`src/design/fgsr_pkg.sv`:
```
// fgsr_pkg: shared constants, command/status structs and store entry types
`timescale 1ns / 1ps
package fgsr_pkg;

   localparam int FGSR_SNAP_DEPTH = 32;
   localparam int FGSR_INC_DEPTH  = 32;

   localparam int REQ_DATA_W = 136;
   localparam int RSP_DATA_W = 104;
   localparam int CSR_IDX_W  = 2;
   localparam int CSR_DATA_W = 32;

   localparam logic [1:0] KIND_FWD   = 2'd0;
   localparam logic [1:0] KIND_JOIN  = 2'd1;
   localparam logic [1:0] KIND_LEAVE = 2'd2;

   localparam logic [CSR_IDX_W-1:0] CSR_INIT_SEQ   = 2'd0;
   localparam logic [CSR_IDX_W-1:0] CSR_START_CODE = 2'd1;
   localparam logic [CSR_IDX_W-1:0] CSR_END_CODE   = 2'd2;

   typedef enum logic [4:0] {
      OP_NOP,
      OP_LATCH,
      OP_FWD,
      OP_JOIN,
      OP_SNAP_WR,
      OP_MOD_SEQ,
      OP_INC_WR,
      OP_SNAP_CLR,
      OP_RD_SNAP0,
      OP_RD_SNAPN,
      OP_SET_NEXT,
      OP_RD_INC,
      OP_SWEEP,
      OP_MOD_NEXT,
      OP_INIT_INC,
      OP_RD_SNAPI,
      OP_EMIT_SNAP,
      OP_RD_INCSLOT,
      OP_EMIT_INC,
      OP_LEAVE,
      OP_FLUSH
   } fgsr_op_type;

   typedef struct packed {
      fgsr_op_type op;
   } fgsr_cmd_type;

   typedef struct packed {
      logic from_snapshot;
      logic recovering;
      logic seq_hit;
      logic push_ok;
      logic rsp_free;
      logic pend_valid;
      logic snap_empty;
      logic snap_contig;
      logic is_start;
      logic is_end;
      logic sweep_last;
      logic inc_ok;
      logic mod_done;
      logic snap_last;
      logic inc_done;
   } fgsr_stat_type;

   typedef struct packed {
      logic [2:0]  utype;
      logic [31:0] order;
      logic [63:0] body;
   } fgsr_snap_entry_type;

   typedef struct packed {
      logic [31:0] tag;
      logic [2:0]  utype;
      logic [31:0] order;
      logic [63:0] body;
   } fgsr_inc_entry_type;

   typedef struct packed {
      logic [1:0]  kind;
      logic [2:0]  utype;
      logic [31:0] order;
      logic [63:0] body;
   } fgsr_res_type;

endpackage

```
`src/design/fgsr_ctrl.sv`:
```
// fgsr_ctrl: sequencer for one update, issues one datapath command per cycle
`timescale 1ns / 1ps
module fgsr_ctrl (
   input  logic                     clock,
   input  logic                     reset,
   input  logic                     req_tvalid,
   output logic                     req_tready,
   input  fgsr_pkg::fgsr_stat_type  stat,
   output fgsr_pkg::fgsr_cmd_type   cmd
);
   import fgsr_pkg::*;

   typedef enum logic [4:0] {
      S_IDLE,
      S_DECIDE,
      S_STORE,
      S_MODW_SEQ,
      S_CHK0,
      S_CHK1,
      S_CHK2,
      S_SWRD,
      S_SWEV,
      S_CHKINC,
      S_MODW_NEXT,
      S_SRD,
      S_SEM,
      S_ICHK,
      S_IEM,
      S_LEAVE,
      S_FLUSH
   } state_type;

   state_type state_ff, state_in;

   always_comb begin
      state_in = state_ff;
      cmd.op   = OP_NOP;
      unique case (state_ff)
         S_IDLE: begin
            if (req_tvalid) begin
               cmd.op   = OP_LATCH;
               state_in = S_DECIDE;
            end
         end
         S_DECIDE: begin
            priority if (stat.from_snapshot && !stat.recovering) begin
               state_in = S_IDLE;
            end else if (!stat.recovering && stat.seq_hit) begin
               cmd.op   = OP_FWD;
               state_in = S_FLUSH;
            end else if (!stat.recovering) begin
               cmd.op   = OP_JOIN;
               state_in = S_STORE;
            end else begin
               state_in = S_STORE;
            end
         end
         S_STORE: begin
            if (stat.from_snapshot) begin
               cmd.op   = OP_SNAP_WR;
               state_in = S_CHK0;
            end else begin
               cmd.op   = OP_MOD_SEQ;
               state_in = S_MODW_SEQ;
            end
         end
         S_MODW_SEQ: begin
            if (stat.mod_done) begin
               cmd.op   = OP_INC_WR;
               state_in = S_CHK0;
            end
         end
         S_CHK0: begin
            priority if (stat.snap_empty) begin
               state_in = S_FLUSH;
            end else if (!stat.snap_contig) begin
               cmd.op   = OP_SNAP_CLR;
               state_in = S_FLUSH;
            end else begin
               cmd.op   = OP_RD_SNAP0;
               state_in = S_CHK1;
            end
         end
         S_CHK1: begin
            if (!stat.is_start) begin
               cmd.op   = OP_SNAP_CLR;
               state_in = S_FLUSH;
            end else begin
               cmd.op   = OP_RD_SNAPN;
               state_in = S_CHK2;
            end
         end
         S_CHK2: begin
            if (!stat.is_end) begin
               state_in = S_FLUSH;
            end else begin
               cmd.op   = OP_SET_NEXT;
               state_in = S_SWRD;
            end
         end
         S_SWRD: begin
            cmd.op   = OP_RD_INC;
            state_in = S_SWEV;
         end
         S_SWEV: begin
            cmd.op   = OP_SWEEP;
            state_in = stat.sweep_last ? S_CHKINC : S_SWRD;
         end
         S_CHKINC: begin
            if (!stat.inc_ok) begin
               cmd.op   = OP_SNAP_CLR;
               state_in = S_FLUSH;
            end else begin
               cmd.op   = OP_MOD_NEXT;
               state_in = S_MODW_NEXT;
            end
         end
         S_MODW_NEXT: begin
            if (stat.mod_done) begin
               cmd.op   = OP_INIT_INC;
               state_in = S_SRD;
            end
         end
         S_SRD: begin
            cmd.op   = OP_RD_SNAPI;
            state_in = S_SEM;
         end
         S_SEM: begin
            if (stat.push_ok) begin
               cmd.op   = OP_EMIT_SNAP;
               state_in = stat.snap_last ? S_ICHK : S_SRD;
            end
         end
         S_ICHK: begin
            if (stat.inc_done) begin
               state_in = S_LEAVE;
            end else begin
               cmd.op   = OP_RD_INCSLOT;
               state_in = S_IEM;
            end
         end
         S_IEM: begin
            if (stat.push_ok) begin
               cmd.op   = OP_EMIT_INC;
               state_in = S_ICHK;
            end
         end
         S_LEAVE: begin
            if (stat.push_ok) begin
               cmd.op   = OP_LEAVE;
               state_in = S_FLUSH;
            end
         end
         S_FLUSH: begin
            priority if (!stat.pend_valid) begin
               state_in = S_IDLE;
            end else if (stat.rsp_free) begin
               cmd.op   = OP_FLUSH;
               state_in = S_IDLE;
            end
         end
         default: state_in = S_IDLE;
      endcase
   end

   always_ff @(posedge clock) begin
      if (reset) begin
         state_ff <= S_IDLE;
      end else begin
         state_ff <= state_in;
      end
   end

   assign req_tready = (state_ff == S_IDLE);
endmodule
```
`config.mk`:
```
export PLATFORM = sky130hd
export DESIGN_NAME = fgsr_ctrl
export DESIGN_NICKNAME = d
export VERILOG_FILES = /design/src/design/fgsr_pkg.sv /design/src/design/fgsr_ctrl.sv
export SDC_FILE = /design/constraint.sdc
export NUM_CORES = 1
export LEC_CHECK = 0
export BUFFER_PORTS_ARGS = -buffer_cell sky130_fd_sc_hd__buf_2
export CORE_MARGIN = 3
export CORE_UTILIZATION = 40
export DETAILED_ROUTE_END_ITERATION = 8
export GPL_ROUTABILITY_DRIVEN = 0
export PLACE_DENSITY = 0.6
export SLEW_MARGIN = 20
export SYNTH_ARGS = -nofsm -noshare
export SYNTH_HDL_FRONTEND = slang
export SYNTH_SLANG_ARGS = --single-unit
```
`constraint.sdc`:
```
create_clock -name clock -period 2.22 [get_ports clock]
set_clock_uncertainty 0.1 [all_clocks]
set_input_delay 0.111 -clock clock [delete_from_list [all_inputs] [get_ports clock]]
set_output_delay 0.111 -clock clock [all_outputs]
set_load 0.05 [all_outputs]
```
==> impl_metrics.toml <==
[sta]
slew_headroom_pct = 57.9
fmax_ghz = 0.462
period_needed_ns = 2.16
period_share_pct = 97.4
hold_viol = 0
rsz0062_at_grt = "false"
fin_tns_setup_ns = 0
tightest_slew_ns = 0.631
maxSlewViolCount = 0
setup_viol = 0

[routing]
via_per_inst = 6.23
drtIter0Drc = 52
dr.pass1.iters = 4
wirelength_mm = 2.99
post_drt_wl_per_cell_um = 16.3
drc = 0
vias = 1147
ant_nets = 0

[floorplanning]
die_h_um = 52.9
io_pins = 24
die_x_um = 52.9
initial_core_util_pct = 43.4
dieArea_mm2 = 0.00279
coreArea_mm2 = 0.00202
rows = 16

[cells_and_area]
post_route_cells_drive_above_1_share_pct = 32.5
area_delta_synth_final_pct = 29.9
nets = 176
largestRegisters = "state_ff: 5 flops"
filler_cell_count = 210
largest_reg_flops = 5
largest-register = "state_ff"
antenna_cells = 0

[placed_design]
hpwl_mm = 2.29
port_buffers = 23

[power_and_ir_drop]
power.density_mw_per_mm2 = 788
report.power.total_mw = 0.900
peakVddDrop_v = 0.000353
p_leak_nw = 0.436

[yosys]
synth_top_family_by_area = "simple AND/OR/NAND/NOR gates"
synth_most_common_cell = "nor2_1"
yosys_most_used_dff = "dfxtp_1"
synth_area_um2 = 878
synthMuxAreaShare_pct = 1.14
yosysSeqAreaShare_pct = 11.4
ys_seq_elements = 5
synth_cells = 128
netlist_top_cells_area = "dfxtp_1 11%, nor2_1 7.3%, nor3_1 5.1%"
synth_top_cell_area_share_pct = 11.4
synth_compound_area_share_pct = 34.6
synth_cell_types = 47
syn_avg_cell_area_um2 = 6.86
synthArstFlopShare_pct = 0
syn_nets = 146
synth-edff-count = 0
synth-simple-area-share_pct = 42.0
yosys.area.top_type = "dfxtp_1"
synth-adder-area-share_pct = 0
synth_common_cells = "17 x nor2_1, 10 x nand2_1, 9 x nor3_1"
ys_warn_count = 0
synth-xor-area-share_pct = 2.99

[global_routing]
grt.busiest_layer = "met2"
grt.met1_usage_pct = 31.5
grt_pass1_wl_mm = 4.92
antenna_found_initial = 0
grt_usage_pct = 23.0
grt.overflow.total = 0
grt_use_met2_pct = 37.6
grt_pass1_vias = 1093
grt_max_degree = 23
use_met3_pct = 2.25

[hold_path]
hold_path.class = "input pin to flop"
holdCritStartpoint = "reset"

[worst_setup_path]
worstSetupPathType = "flop to primary output"
required_ns = 2.01
start_kind = "flop"
crit_path_end_kind = "primary output"
reg2reg_from = "state_ff[0]$_SDFFE_PP0P_"
worstPathArrival_ns = 1.95
critPathMaxFanout = 21
cp-startpoint = "state_ff[3]$_SDFFE_PP0P_"

[cts]
clk_pin_slew_ns = 0.05
root_buffer = "clkbuf_4"
clk_latency_ns = 0.24
cts.htree.levels = 1
cts_tree = "yes"
cts_hold_buf = 0
numCtsBuffers = 3
cts.sinks = 5
cts_buffer_depth = 2

[status]
status = "completed"

[run]
cap_viol_max_count = 0
[per-layer routing]
layer,routed length (um),vias up
met1,1270,525
met3,273,6
met4,38,0
met5,0,-
li1,-,550
met2,1410,66
[area by class of cell]
class                   instances  area [um^2]  share of cell area (%)
well taps                      27         33.8                    2.96
flip-flops and latches          5          104                    9.10
inverters                       6         22.5                    1.97
repair buffers                 34          218                    19.1
multi-input cells             108          737                    64.6
clock buffers                   4         26.3                    2.30
[worst max-delay path, cell delays in order (launching register included)]
cell	delay, ns
dfxtp_1	0.36
buf_8	0.20
nor2_1	0.08
and4_1	0.22
a211o_1	0.26
or3b_1	0.36
buf_2	0.22
[power by group]
part | leakage, nW | switching [mW] | internal [mW] | total (mW)
sequential | 0.0421 | 0.0304 | 0.108 | 0.138
clock | 0.0150 | 0.0368 | 0.0679 | 0.105
combinational | 0.379 | 0.419 | 0.238 | 0.656
total | 0.436 | 0.486 | 0.414 | 0.900
[kinds of logic after synthesis]
logic type	count (synthesis)
flip-flops	5
buffers and inverters	15
AO/OA/AOI/OAI	38
XOR/XNOR	3
AND/OR/NAND/NOR	66
multiplexers	1
[placed cells by master (no fill, tap or decap), types with 4 or more instances in the layout]
cell,count
buf_2,21
nor2_1,17
nand2_1,10
buf_4,10
nor3_1,9
inv_1,5
a21oi_1,5
nand3_1,4
a211o_1,4
[repair_timing]
action / in CTS / in global routing
buffers inserted: 0 / 2
gates resized for setup: 4 / 8
pin swaps: 0 / 0
endpoints found under the setup margin: 3 / 3
[path summary, 6_finish.rpt]
check / endpoint / slack, ns / depth (start not counted)
worst min-delay path: state_ff[4]$_SDFFE_PP0P_ / 0.01 / 2
worst max-delay path: cmd[3] / 0.06 / 6
worst max register to register: state_ff[3]$_SDFFE_PP0P_ / 0.23 / 6
worst min register to register: state_ff[1]$_SDFFE_PP0P_ / 0.60 / 2
[stage by stage]
| stage | util [%] | instance area [um^2] | hold WS (ns) | setup slack [ns] | cells |
|---|---|---|---|---|---|
| 3_5_place_dp | 52.6 | 1060 | 0.259 | 0.163 | 178 |
| 5_1_grt | 56.4 | 1140 | 0.00388 | 0.0116 | 184 |
| 2_1_floorplan | - | 893 | 0.0903 | 0.149 | 128 |
| 6_report | 56.4 | 1140 | 0.0111 | 0.0569 | 184 |
| 3_3_place_gp | 52.6 | 1060 | 0.263 | 0.174 | 178 |
| 4_1_cts | 54.4 | 1100 | 0.0106 | 0.00198 | 182 |
Power figures use the tool's default switching activity.
